<file path="src/nnps_pkg.sv">
// shared types, constants and helper function for the scaler
package nnps_pkg;

  localparam int SOURCE_PIXELS = 4096;
  localparam int MAX_DST_WIDTH = 64;
  localparam int FRAC_BITS     = 10;

  localparam int CFG_W     = 13;
  localparam int CFG_IDX_W = 3;
  localparam int DSTW_W    = 7;
  localparam int ROW_W     = 12;
  localparam int COL_W     = 6;
  localparam int PIX_IDX_W = 12;
  localparam int CH_W      = 8;
  localparam int IN_DATA_W  = 56;
  localparam int OUT_DATA_W = 48;

  // shared divider operand widths
  localparam int DVD_W = 25;
  localparam int DVS_W = 13;

  // configuration register indexes
  localparam logic [CFG_IDX_W-1:0] REG_SRC_WIDTH   = 3'd0;
  localparam logic [CFG_IDX_W-1:0] REG_SRC_HEIGHT  = 3'd1;
  localparam logic [CFG_IDX_W-1:0] REG_DST_WIDTH   = 3'd2;
  localparam logic [CFG_IDX_W-1:0] REG_DST_HEIGHT  = 3'd3;
  localparam logic [CFG_IDX_W-1:0] REG_ROWS_IN_USE = 3'd4;

  // input kinds carried in tuser
  localparam logic OP_LOAD   = 1'b0;
  localparam logic OP_RENDER = 1'b1;

  typedef struct packed {
    logic [COL_W-1:0] column;
    logic [ROW_W-1:0] row;
    logic             last;
  } meta_t;

  // floor(x / 255), exact for any product of two bytes
  function automatic logic [CH_W-1:0] div255(input logic [15:0] x);
    logic [16:0] t;
    t = 17'(x) + 17'(x[15:8]) + 17'd1;
    return t[15:8];
  endfunction

endpackage

</file>
<file path="src/nnps_premul.sv">
// alpha premultiply stage and output register of the pixel stream
module nnps_premul (
  input  logic                            clk,
  input  logic                            rst,
  input  logic                            in_valid,
  output logic                            in_ready,
  input  logic [31:0]                     pix,
  input  nnps_pkg::meta_t                 meta,
  output logic                            tvalid,
  input  logic                            tready,
  output logic [nnps_pkg::OUT_DATA_W-1:0] tdata,
  output logic                            tlast
);

  logic            v2;
  logic [15:0]     p0;
  logic [15:0]     p1;
  logic [15:0]     p2;
  nnps_pkg::meta_t meta2;

  logic                      v3;
  logic [nnps_pkg::CH_W-1:0] o0;
  logic [nnps_pkg::CH_W-1:0] o1;
  logic [nnps_pkg::CH_W-1:0] o2;
  nnps_pkg::meta_t           meta3;

  logic adv3;

  assign adv3     = !v3 || tready;
  assign in_ready = !v2 || adv3;

  always_ff @(posedge clk) begin
    if (rst) begin
      v2 <= 1'b0;
      v3 <= 1'b0;
    end else begin
      if (in_ready) begin
        v2 <= in_valid;
      end
      if (adv3) begin
        v3 <= v2;
      end
    end
  end

  always_ff @(posedge clk) begin
    if (in_ready && in_valid) begin
      p0    <= pix[7:0]   * pix[31:24];
      p1    <= pix[15:8]  * pix[31:24];
      p2    <= pix[23:16] * pix[31:24];
      meta2 <= meta;
    end
    if (adv3 && v2) begin
      o0    <= nnps_pkg::div255(p0);
      o1    <= nnps_pkg::div255(p1);
      o2    <= nnps_pkg::div255(p2);
      meta3 <= meta2;
    end
  end

  assign tvalid = v3;
  assign tlast  = meta3.last;
  assign tdata  = {6'd0, meta3.row, meta3.column, o2, o1, o0};

endmodule

</file>
<file path="config.mk">
export PLATFORM = sky130hd
export DESIGN_NAME = nnps_premul
export DESIGN_NICKNAME = d
export VERILOG_FILES = /design/src/nnps_pkg.sv /design/src/nnps_premul.sv
export SDC_FILE = /design/constraint.sdc
export NUM_CORES = 1
export LEC_CHECK = 0
export ABC_AREA = 0
export ABC_CLOCK_PERIOD_IN_PS = 7600
export BUFFER_PORTS_ARGS = -buffer_cell sky130_fd_sc_hd__buf_2
export CORE_AREA = 2 2 192 147
export DETAILED_ROUTE_END_ITERATION = 7
export DIE_AREA = 0 0 194 149
export PLACE_DENSITY = 0.68
export SYNTH_ARGS = -nofsm -noshare
export SYNTH_HDL_FRONTEND = slang
export SYNTH_SLANG_ARGS = --single-unit
</file>
<file path="constraint.sdc">
create_clock -name clk -period 7.6 [get_ports clk]
set_clock_uncertainty 0.1 [all_clocks]
set_input_delay 0.76 -clock clk [delete_from_list [all_inputs] [get_ports clk]]
set_output_delay 0.76 -clock clk [all_outputs]
set_load 0.03 [all_outputs]
</file>
==> metrics.md <==
| Metric | Value |
|---|---|
| Status | `finished, final reports clean` |
| Clock tree buffer depth | `2` |
| Core ar. | `approximately 0.027 sq mm` |
| Initial antenna violation count | `0` |
| Clock Pin Slew Worst Setup and Hold Paths | `0.08 ns` |
| CP Capture Type | `flop` |
| Final antenna-violating net count | `0` |
| Clk root buf | `clkbuf_16` |
| CP Class | `in2reg` |
| Worst EP arrival | `4.97 ns` |
| FF-to-FF Start | `p2[10]$_DFFE_PP_` |
| Leakage | `5.52 nW` |
| Flop and latch count out of synthesis | `112` |
| Cell Area, Synth | `0.0106 sq mm` |
| Reg2reg setup slack | `5.25 ns` |
| Synthesized instance count | `between 900 and 1,000` |
| Clock power share | `15.5%` |
| Layout area overhead | `11.1%` |
| Worst EP required | `7.61 ns` |
| Most frequent cells in the layout | `and2_1, inv_1, ha_1, edfxtp_1, fa_1` |
| Post-CTS setup buffers | `0` |
| Syn Area/Cell | `10.9 sq um` |
| Commonest non-fill, non-tap cell in the layout | `and2_1` |
| Final wirelength | `20.3 mm` |
| Clock tree sinks | `112` |
| Wl on met1 | `~10 mm` |
| Final setup viols | `0` |
| Vias/cell | `4.78` |
| Initial DRT Pass Iterations | `5` |
| Overflow after GRT | `0` |
| Core Rows | `53` |
| ANT cells | `0` |
| Routed vias | `6,860` |
| Post-route cell area | `approximately 0.012 sq mm` |
| Hold path depth | `0` |
| Achievable Freq | `0.202 GHz` |
| Reg2Reg Depth | `7` |
| CP Launch Point | `pix[31]` |
| # hold bufs at CTS | `0` |
| Worst reg2reg endpoint | `o2[6]$_DFFE_PP_` |
| Die area | `a little under 0.03 sq mm` |
| Vias in the first global route | `7,188` |
| Starting Density | `39.0%` |
| Final net count | `1,365` |
| Highest routed layer | `met4` |
| Max Slew Vio Count | `0` |
| Drc violations | `0` |
| Ys flop type | `edfxtp_1` |
| Post-CTS Resized | `0` |
| 1st-iter DRT viols | `306` |
| Layout cells sized above 1 | `12.6%` |
| Async SR Flop Fraction | `0%` |
| Hold_sp | `meta2[3]$_DFFE_PP_` |
| Sw frac | `40.9%` |
| Worst skew pair latency | `0.36 ns` |
| Pwr dens | `268 mW/mm^2` |
| Crit path max fanout | `24` |
| Least-Margin Pin Slew | `0.912 ns` |
| Met3 wire length | `approximately 730 microns` |
| GRT Total Usage | `between 10% and 20%` |
| DR WL met2 | `around 9.4 mm` |
| CTS H-tree depth | `3` |
| WHS Endpoint | `tdata[32]$_DFFE_PP_` |
| Post-DP HPWL | `around 16 mm` |
| Synth top area share | `between 30% and 40%` |
| Pin count of the biggest net entering global routing | `68` |
| Sequential area share after synthesis | `31.4%` |
| Total power | `3.17 mW` |
| YS warnings | `0` |
| Num ports | `about 110` |
| Placed inst area | `between 0.01 and 0.015 sq mm` |
| Worst Setup Start Kind | `input pin` |
| Die span in y | `149 microns` |
| EDFF count, synth | `110` |
| Hold crit path type | `reg2reg` |
| Main area contributors after synthesis | `edfxtp_1, fa_1, ha_1` |
| First-pass GRT wire length | `35.1 mm` |
| Min Tclk post-route | `4.95 ns` |
| Num CTS Buffers | `9` |
| Setup_tns | `0 ns` |
| Slew headroom | `39.2%` |
| Number of max-cap violations | `0` |
| CTS tree | `built` |
| Netlist cell types | `43` |
| P_int | `~1.9 mW` |
| Drt wl/cell | `14.2 microns` |
| Fin crit share | `65.2%` |
| RSZ-0062 raised after global routing | `no` |
| Synth area leader | `edfxtp_1` |
| Width of the die | `194 microns` |
| Final hold vios | `0` |
| Max IR drop VDD | `about 140 uV` |
| Combinational fraction of design power | `52.5%` |
| Number of fill cells in the layout | `around 2,600` |
| Port buffer count | `99` |
| Seq pwr share | `32.0%` |
| Switching power | `1.30 mW` |
| Gpl congestion | `0.813` |
-- through the flow --
| stage | hold slack [ns] | worst slack [ns] | cells | util [%] |
|---|---|---|---|---|
| after CTS | 0.322 | 2.63 | 1435 | 43.3 |
| after global routing | 0.329 | 2.36 | 1435 | 43.3 |
| after floorplan | 0.300 | 2.59 | 984 | - |
| after detailed placement | 0.305 | 2.24 | 1419 | 42.2 |
| final | 0.320 | 2.65 | 1435 | 43.3 |
| after global placement | 0.300 | 2.32 | 1419 | 42.2 |
-- state kept, by name, summed over array words and instances (netlist names) --
name	count
o0	8
o2	8
p2	16
tvalid	1
meta2	19
tlast	1
p0	16
p1	16
v2	1
tdata	18
o1	8
-- power groups by stage --
stage	sequential [mW]	clock (mW)	combinational, mW
6_report	1.01	0.490	1.66
5_1_grt	1.03	0.532	1.92
4_1_cts	1.02	0.510	1.68
3_5_place_dp	1.03	0	1.67
3_3_place_gp	1.03	0	1.62
2_1_floorplan	1.06	0	1.26
-- Yosys cell counts, drive strengths merged (8+ instances only) --
| library cell | count |
|---|---|
| xnor2 | 42 |
| nor2 | 31 |
| a21o | 13 |
| a21oi | 29 |
| o21ai | 31 |
| edfxtp | 110 |
| xor2 | 14 |
| nor2b | 8 |
| inv | 158 |
| clkbuf | 16 |
| ha | 129 |
| nand2 | 51 |
| and2 | 168 |
| fa | 108 |
-- cell families after synthesis --
family | after synthesis | synth area share (%)
adders and majority gates | 237 | 35.5
xor gates and xnor gates | 56 | 4.61
other | 1 | 0.0352
DFF | 112 | 31.4
and+or+nand+nor | 283 | 14.7
AOI/OAI and AO/OA | 110 | 7.18
buffers and inverters | 180 | 6.56
-- cell type report --
type	instances	area [sq um]	area share, %
multi-input combinational	692	6630	56.1
clock inverter	7	81.3	0.688
timing repair buffer	100	503	4.25
inverter	158	593	5.02
sequential	112	3340	28.3
tap	357	447	3.78
clock buffer	9	225	1.90
-- routing by layer --
layer	vias up	GRT usage [%]
li1	3373	-
met1	3358	20.7
met2	117	25.1
met3	12	2.33
met4	0	3.30
met5	-	0
-- worst max path at each step --
stage                                  end  cells after the start
after global placement    p2[13]$_DFFE_PP_                     15
after floorplan           p2[13]$_DFFE_PP_                     15
final                     p2[13]$_DFFE_PP_                     15
after detailed placement  p2[13]$_DFFE_PP_                     15
after global routing      p2[13]$_DFFE_PP_                     15
after CTS                 p2[13]$_DFFE_PP_                     15
-- worst max-delay path, stage by stage --
cell and delay, ns:
buf_2 0.32, nand2_1 0.14, fa_1 0.52, fa_1 0.54, inv_1 0.05, fa_1 0.53
inv_1 0.05, fa_1 0.52, inv_1 0.04, ha_1 0.32, o21ai_0 0.28, a211oi_1 0.10
a2111oi_2 0.45, a21oi_1 0.16, xor2_1 0.17
(Power assumes the default switching activity.)
