[src/nnps_pkg.sv]
// shared types, constants and helper function for the scaler
package nnps_pkg;

  localparam int SOURCE_PIXELS = 4096;
  localparam int MAX_DST_WIDTH = 64;
  localparam int FRAC_BITS     = 10;

  localparam int CFG_W     = 13;
  localparam int CFG_IDX_W = 3;
  localparam int DSTW_W    = 7;
  localparam int ROW_W     = 12;
  localparam int COL_W     = 6;
  localparam int PIX_IDX_W = 12;
  localparam int CH_W      = 8;
  localparam int IN_DATA_W  = 56;
  localparam int OUT_DATA_W = 48;

  // shared divider operand widths
  localparam int DVD_W = 25;
  localparam int DVS_W = 13;

  // configuration register indexes
  localparam logic [CFG_IDX_W-1:0] REG_SRC_WIDTH   = 3'd0;
  localparam logic [CFG_IDX_W-1:0] REG_SRC_HEIGHT  = 3'd1;
  localparam logic [CFG_IDX_W-1:0] REG_DST_WIDTH   = 3'd2;
  localparam logic [CFG_IDX_W-1:0] REG_DST_HEIGHT  = 3'd3;
  localparam logic [CFG_IDX_W-1:0] REG_ROWS_IN_USE = 3'd4;

  // input kinds carried in tuser
  localparam logic OP_LOAD   = 1'b0;
  localparam logic OP_RENDER = 1'b1;

  typedef struct packed {
    logic [COL_W-1:0] column;
    logic [ROW_W-1:0] row;
    logic             last;
  } meta_t;

  // floor(x / 255), exact for any product of two bytes
  function automatic logic [CH_W-1:0] div255(input logic [15:0] x);
    logic [16:0] t;
    t = 17'(x) + 17'(x[15:8]) + 17'd1;
    return t[15:8];
  endfunction

endpackage

[src/nnps_divider.sv]
// radix-2 restoring divider, one quotient bit per cycle
module nnps_divider (
  input  logic                       clk,
  input  logic                       rst,
  input  logic                       start,
  input  logic [nnps_pkg::DVD_W-1:0] dividend,
  input  logic [nnps_pkg::DVS_W-1:0] divisor,
  output logic                       done,
  output logic [nnps_pkg::DVD_W-1:0] quotient
);

  localparam int DVD_W = nnps_pkg::DVD_W;
  localparam int DVS_W = nnps_pkg::DVS_W;
  localparam int CNT_W = $clog2(DVD_W + 1);

  logic             busy;
  logic [CNT_W-1:0] cnt;
  logic [DVS_W-1:0] rem;
  logic [DVS_W-1:0] dvs;
  logic [DVD_W-1:0] quo;

  logic [DVS_W:0]   rem_shift;
  logic             ge;
  logic [DVS_W-1:0] rem_next;

  // remainder stays below the divisor, so DVS_W bits hold it
  assign rem_shift = {rem, quo[DVD_W-1]};
  assign ge        = rem_shift >= {1'b0, dvs};
  assign rem_next  = ge ? DVS_W'(rem_shift - {1'b0, dvs}) : rem_shift[DVS_W-1:0];
  assign quotient  = quo;

  always_ff @(posedge clk) begin
    if (rst) begin
      busy <= 1'b0;
      done <= 1'b0;
      cnt  <= '0;
    end else begin
      done <= 1'b0;
      if (start) begin
        busy <= 1'b1;
        cnt  <= CNT_W'(DVD_W);
      end else if (busy) begin
        cnt <= cnt - CNT_W'(1);
        if (cnt == CNT_W'(1)) begin
          busy <= 1'b0;
          done <= 1'b1;
        end
      end
    end
  end

  always_ff @(posedge clk) begin
    if (start) begin
      quo <= dividend;
      rem <= '0;
      dvs <= divisor;
    end else if (busy) begin
      quo <= {quo[DVD_W-2:0], ge};
      rem <= rem_next;
    end
  end

endmodule

[config.mk]
export PLATFORM = sky130hd
export DESIGN_NAME = nnps_divider
export DESIGN_NICKNAME = d
export VERILOG_FILES = /design/src/nnps_pkg.sv /design/src/nnps_divider.sv
export SDC_FILE = /design/constraint.sdc
export NUM_CORES = 1
export LEC_CHECK = 0
export ABC_AREA = 1
export BUFFER_PORTS_ARGS = -buffer_cell sky130_fd_sc_hd__buf_2
export CORE_AREA = 2 2 79 81
export DETAILED_ROUTE_END_ITERATION = 10
export DIE_AREA = 0 0 81 83
export PLACE_DENSITY = 0.83
export RECOVER_POWER = 50
export SYNTH_ARGS = -nofsm -noshare
export SYNTH_HDL_FRONTEND = slang
export SYNTH_SLANG_ARGS = --single-unit
[constraint.sdc]
create_clock -name clk -period 3.2 [get_ports clk]
set_input_delay 0.64 -clock clk [delete_from_list [all_inputs] [get_ports clk]]
set_output_delay 0.64 -clock clk [all_outputs]
set_load 0.05 [all_outputs]
==> flow_summary.ini, run 1 <==
[setup_path]
path_cells = clkbuf_1, clkbuf_1, nand2_1, nand2_1
critPathArrivalTime_ps = 2620
reg2reg_from = quotient[24]$_DFFE_PP_
startpoint_type = input port
worst_path_largest_cell_delay_ps = 1030
r2r_cells = 12
crit_family = buffers and inverters
worstSetupEndpoint = quotient[20]$_DFFE_PP_
crit_required_ps = 3400
rrSetupSlack_ps = 860
critPathCaptureType = register
cp_max_fo = 27
crit_type = input port to register
cp.depth = 4
rr_endpoint = quotient[0]$_DFFE_PP_
cp_num_buf_inv = 2
crit_path_start = start
critPathSlowestCell = clkbuf_1

[sta]
slew_violations = 0
slew_headroom = 0.129
rsz0062_at_grt = false
fin_crit_ps = 2420
hold_viol = 0
max_clock_freq_mhz = 413
skew_ps = 13.9
period_share = 0.756
tns_ps = 0
worstMarginPinSlew_ps = 1310
setup_viol = 0

[synth]
synthFlopType = edfxtp_1
async_reset_ff_frac = 0
avgSynthCellArea_um2 = 7.83
ys_warn_count = 0
yosys-top-cells-area = edfxtp_1 34%, nand2_1 19%, dfxtp_1 12%
synthMostInstantiatedCell = nand2_1
synthCells = 427
ys_ff_latch = 58
synth_fp_nets = 484
synth_seq_area_share = 0.461
synth_cell_type_count = 33
synthDominantCellAreaShare = 0.341
netlist_area_um2 = 3340
synth_area_leader_cell = edfxtp_1
synth_edf_count = 38
synth_common_cells = 168 x nand2_1, 67 x inv_1, 38 x edfxtp_1

[grt]
antenna_found_initial = 0
grt_pass1_vias = 2834
grt_pass1_wl_um = 12400
grt-ovfl-total = 0
gr-usage-all-layers = 0.237
grt_max_degree = 30

[route]
via_per_inst = 5.07
drt_first_pass_iters = 4
antenna_left = 0
num_vias = 2908
drt-total-wl_um = 7330
dr.first_iter.drc_count = 177
avgRoutedWirePerCell_um = 12.8
drcViolationCount = 0

[finish]
multi_input_area_um2 = 1470
n_antenna_cell = 0
nets = 551
drive_gt1_frac = 0.158
nFillCells = 518
syn2layout_area_growth_pct = 17.9
seq_area_um2 = 1540

[clock_network]
clk_path_buf_depth = 2
cts_buffers = 9
cts.sinks = 58
post_cts_buffers = 0
cts.hold.buffers_added = 0
clk_pin_slew_ps = 80
root_buffer = clkbuf_8
htreeDepth = 3
cts_resized = 0
worstSkewPairLatency_ps = 340
cts_tree = done

[power]
cellLeakagePower_nw = 1.99
p_per_area_nw_per_um2 = 528
ir_worst_vdd_mv = 0.373
power_mw = 2.08

[placement]
io_buffer_count = 66
globalplace.congestion = 0.900
post-dp-hpwl_um = 5380

[die]
coreArea_um2 = 5820
dieArea_um2 = 6720
io_pins = 67
rows = 28
die_w_um = 81
die_h_um = 83
initial_utilization = 0.575

[run_status]
status = finished, final reports clean

[flow_run]
maxCapViolCount = 0

[hold_path]
hold_path.startpoint = divisor[11]
hold_path.class = input port to register
[sequential cells by signal, summed over array words and instances, names as in the netlist]
signal and flops:
rem 13, quotient 25, cnt 5, busy 1
dvs 13, done 1
[metrics by stage]
| stage | util | setup WS (ps) | area (um2) | instances | hold WS, ps |
|---|---|---|---|---|---|
| after global routing | 0.677 | 543 | 3940 | 574 | 461 |
| after CTS | 0.684 | 866 | 3980 | 574 | 458 |
| after detailed placement | 0.642 | 902 | 3730 | 558 | 460 |
| after floorplan | - | 885 | 3340 | 427 | 442 |
| after global placement | 0.642 | 1010 | 3730 | 558 | 454 |
| final | 0.677 | 779 | 3940 | 574 | 473 |
[cell type report]
type / instances / area share
Clock inverter: 5 / 0.0213
Tap cell: 75 / 0.0238
Inverter: 72 / 0.0686
Sequential cell: 58 / 0.391
Timing Repair Buffer: 68 / 0.0813
Multi-Input combinational cell: 285 / 0.372
Clock buffer: 11 / 0.0413
[cells by family (layout without fill, tap and decap cells)]
kind of cell	after synthesis	count (layout)	share of synthesized area
and+or+nand+nor	246	246	0.330
buffers and inverters	84	156	0.0996
DFF	58	58	0.461
AOI/OAI and AO/OA	17	17	0.0311
adders and majority gates	16	16	0.0621
xor gates and xnor gates	6	6	0.0157
[worst min path at each step]
stage | to | slack (ps) | depth (start not counted)
final | dvs[11]$_DFFE_PP_ | 470 | 1
after global routing | dvs[4]$_DFFE_PP_ | 460 | 1
after CTS | dvs[11]$_DFFE_PP_ | 460 | 1
after detailed placement | cnt[4]$_SDFFE_PP0P_ | 460 | 2
after global placement | cnt[4]$_SDFFE_PP0P_ | 450 | 2
after floorplan | cnt[4]$_SDFFE_PP0P_ | 440 | 2
[report_power, final]
part | total (mW) | switching, mW | internal (mW)
combinational | 0.365 | 0.270 | 0.0956
clock | 0.818 | 0.310 | 0.508
sequential | 0.895 | 0.0305 | 0.864
total | 2.08 | 0.610 | 1.47
[per-layer routing]
metal / vias to the layer above / share of wire / global-route usage
met4: 0 / 0.022 / 0.102
met2: 91 / 0.47 / 0.369
met3: 19 / 0.066 / 0.0783
met1: 1316 / 0.44 / 0.300
met5: - / 0 / 0
li1: 1482 / - / -
[cells in the final DEF, fill, tap and decap left out, drive strengths merged]
cell type,instances
nor2,20
xor2,2
and2,2
nor3,1
xnor2,4
clkbuf,39
a21oi,5
clkinv,1
inv,72
buf,40
ha,15
dfxtp,20
or2,1
o21ai,8
o211ai,1
edfxtp,38
nand3,33
a211oi,1
fa,1
clkinvlp,2
nand4,17
nand2,172
bufinv,2
a31oi,2
Note: power is estimated with default switching activity, not from simulation.
==> run 2: changes to the inputs <==
- CORE_AREA: 2 2 79 81 -> 2 2 85 87
- DIE_AREA: 0 0 81 83 -> 0 0 87 89
- PLACE_DENSITY: 0.83 -> 0.76
- clock period: 3.2 -> 2 ns (I/O delays scaled with it)
==> run 2 against run 1 <==
Compared with the run above: sequential share of layout area is 1.3 points lower; routed wire length up 2.6%; clock skew fell by 5.2 ps; sequential power increased by 60%; core utilization down 7.1 points; die area up 15%; design area up 3.5%; first-iteration DRC count shrank 14%; non-clock buffer count grew 15; combinational power is 73% higher; sequential cell count unchanged; critical endpoint is now rem[10]$_SDFFE_PP0P_; largest power group unchanged.
==> flow_summary.ini, run 2 (same netlist as run 1, synthesis figures left out) <==
[sta]
skew_ps = 8.62
slew_violations = 0
slew_headroom = 0.623
hold_viol = 0
rsz0062_at_grt = true
max_clock_freq_mhz = 510
tns_ps = 0
worstMarginPinSlew_ps = 566
fin_ws_ps = 39.6
period_share = 0.980
setup_viol = 0
fin_crit_ps = 1960
hold_ws_ps = 229

[clock_network]
htreeDepth = 3
cts_tree = done
clk_pin_slew_ps = 70
cts.sinks = 58
worstSkewPairLatency_ps = 340
root_buffer = clkbuf_8
cts.hold.buffers_added = 0
clk_path_buf_depth = 2
cts_buffers = 9

[die]
die_w_um = 87
die_h_um = 89
dieArea_um2 = 7740
coreArea_um2 = 6720
io_pins = 67
initial_utilization = 0.497
rows = 30

[finish]
syn2layout_area_growth_pct = 22.0
mostFrequentLayoutCells = 164 x nand2_1, 66 x buf_2, 65 x inv_1, 38 x edfxtp_1, 22 x nand3_1
n_antenna_cell = 0
largest_reg_flops = 25
stdcell_area_um2 = 4080
post-route-util = 0.607
fin_cells = 595
final_common_cell = nand2_1
drive_gt1_frac = 0.262
nets = 567

[hold_path]
whs_path_depth = 1
hold_path.class = input port to register

[setup_path]
critPathCaptureType = register
critPathArrivalTime_ps = 2240
startpoint_type = register
r2r_cells = 14
crit_required_ps = 2280
crit_type = register to register
cp_max_fo = 6

[power]
ir_worst_vdd_mv = 0.449
p_per_area_nw_per_um2 = 736
cellLeakagePower_nw = 2.12
power_mw = 3.00

[placement]
post-dp-hpwl_um = 5560
io_buffer_count = 66
dpl-instance-area_um2 = 3830
pre_cts_slack_ps = 35.6
placedCellCount = 576
globalplace.congestion = 0.928

[flow_run]
maxCapViolCount = 0

[grt]
gr-usage-all-layers = 0.206
grt-ovfl-total = 0
grt_pass1_vias = 2771
grt_pass1_wl_um = 12300
grt_max_degree = 30
antenna_found_initial = 0

[route]
drt-total-wl_um = 7520
drt_first_pass_iters = 4
antenna_left = 0
drcViolationCount = 0
avgRoutedWirePerCell_um = 12.6
via_per_inst = 4.95
dr.first_iter.drc_count = 152
num_vias = 2947

[run_status]
status = finished, final reports clean
[run 2: cell type report]
cell class | count | area (um2)
Clock buffer | 9 | 124
Inverter | 72 | 270
Fill cell | 594 | 2640
Sequential cell | 58 | 1540
Multi-Input combinational cell | 286 | 1530
Tap cell | 80 | 100
Clock inverter | 7 | 45.0
Timing Repair Buffer | 83 | 467
[run 2: repair_timing]
action	in CTS	in global routing
setup endpoints to repair	0	14
resized for setup	0	15
setup buffers	0	2
[run 2: path summary, 6_finish.rpt]
kind	start	endpoint	slack, ps
worst min register to register	rem[8]$_SDFFE_PP0P_	rem[8]$_SDFFE_PP0P_	470
worst max register to register	quotient[24]$_DFFE_PP_	rem[10]$_SDFFE_PP0P_	40
worst min-delay path	divisor[5]	dvs[5]$_DFFE_PP_	230
worst max-delay path	quotient[24]$_DFFE_PP_	rem[10]$_SDFFE_PP0P_	40
[run 2: report_power, final]
| group | internal, mW | total, mW | leakage, nW | switching, mW |
|---|---|---|---|---|
| combinational | 0.188 | 0.633 | 1.49 | 0.444 |
| clock | 0.443 | 0.938 | 0.0791 | 0.495 |
| sequential | 1.38 | 1.43 | 0.546 | 0.0480 |
| total | 2.01 | 3.00 | 2.12 | 0.987 |
[run 2: worst max-delay path: stages (launching register included)]
cell	delay, ps
edfxtp_1	400
inv_2	90
ha_4	120
inv_2	40
fa_2	370
nand2_2	90
nand2_2	50
nand3_2	60
nand2_2	80
nand2_4	110
nand3_4	130
buf_6	170
nand3_2	60
nand3_2	50
nand2_1	70
[run 2: layer usage]
layer	wire (um)	global-route usage	vias up
li1	-	-	1518
met1	3350	0.261	1325
met3	472	0.0545	13
met4	105	0.0938	0
met5	0	0	-
met2	3590	0.330	91
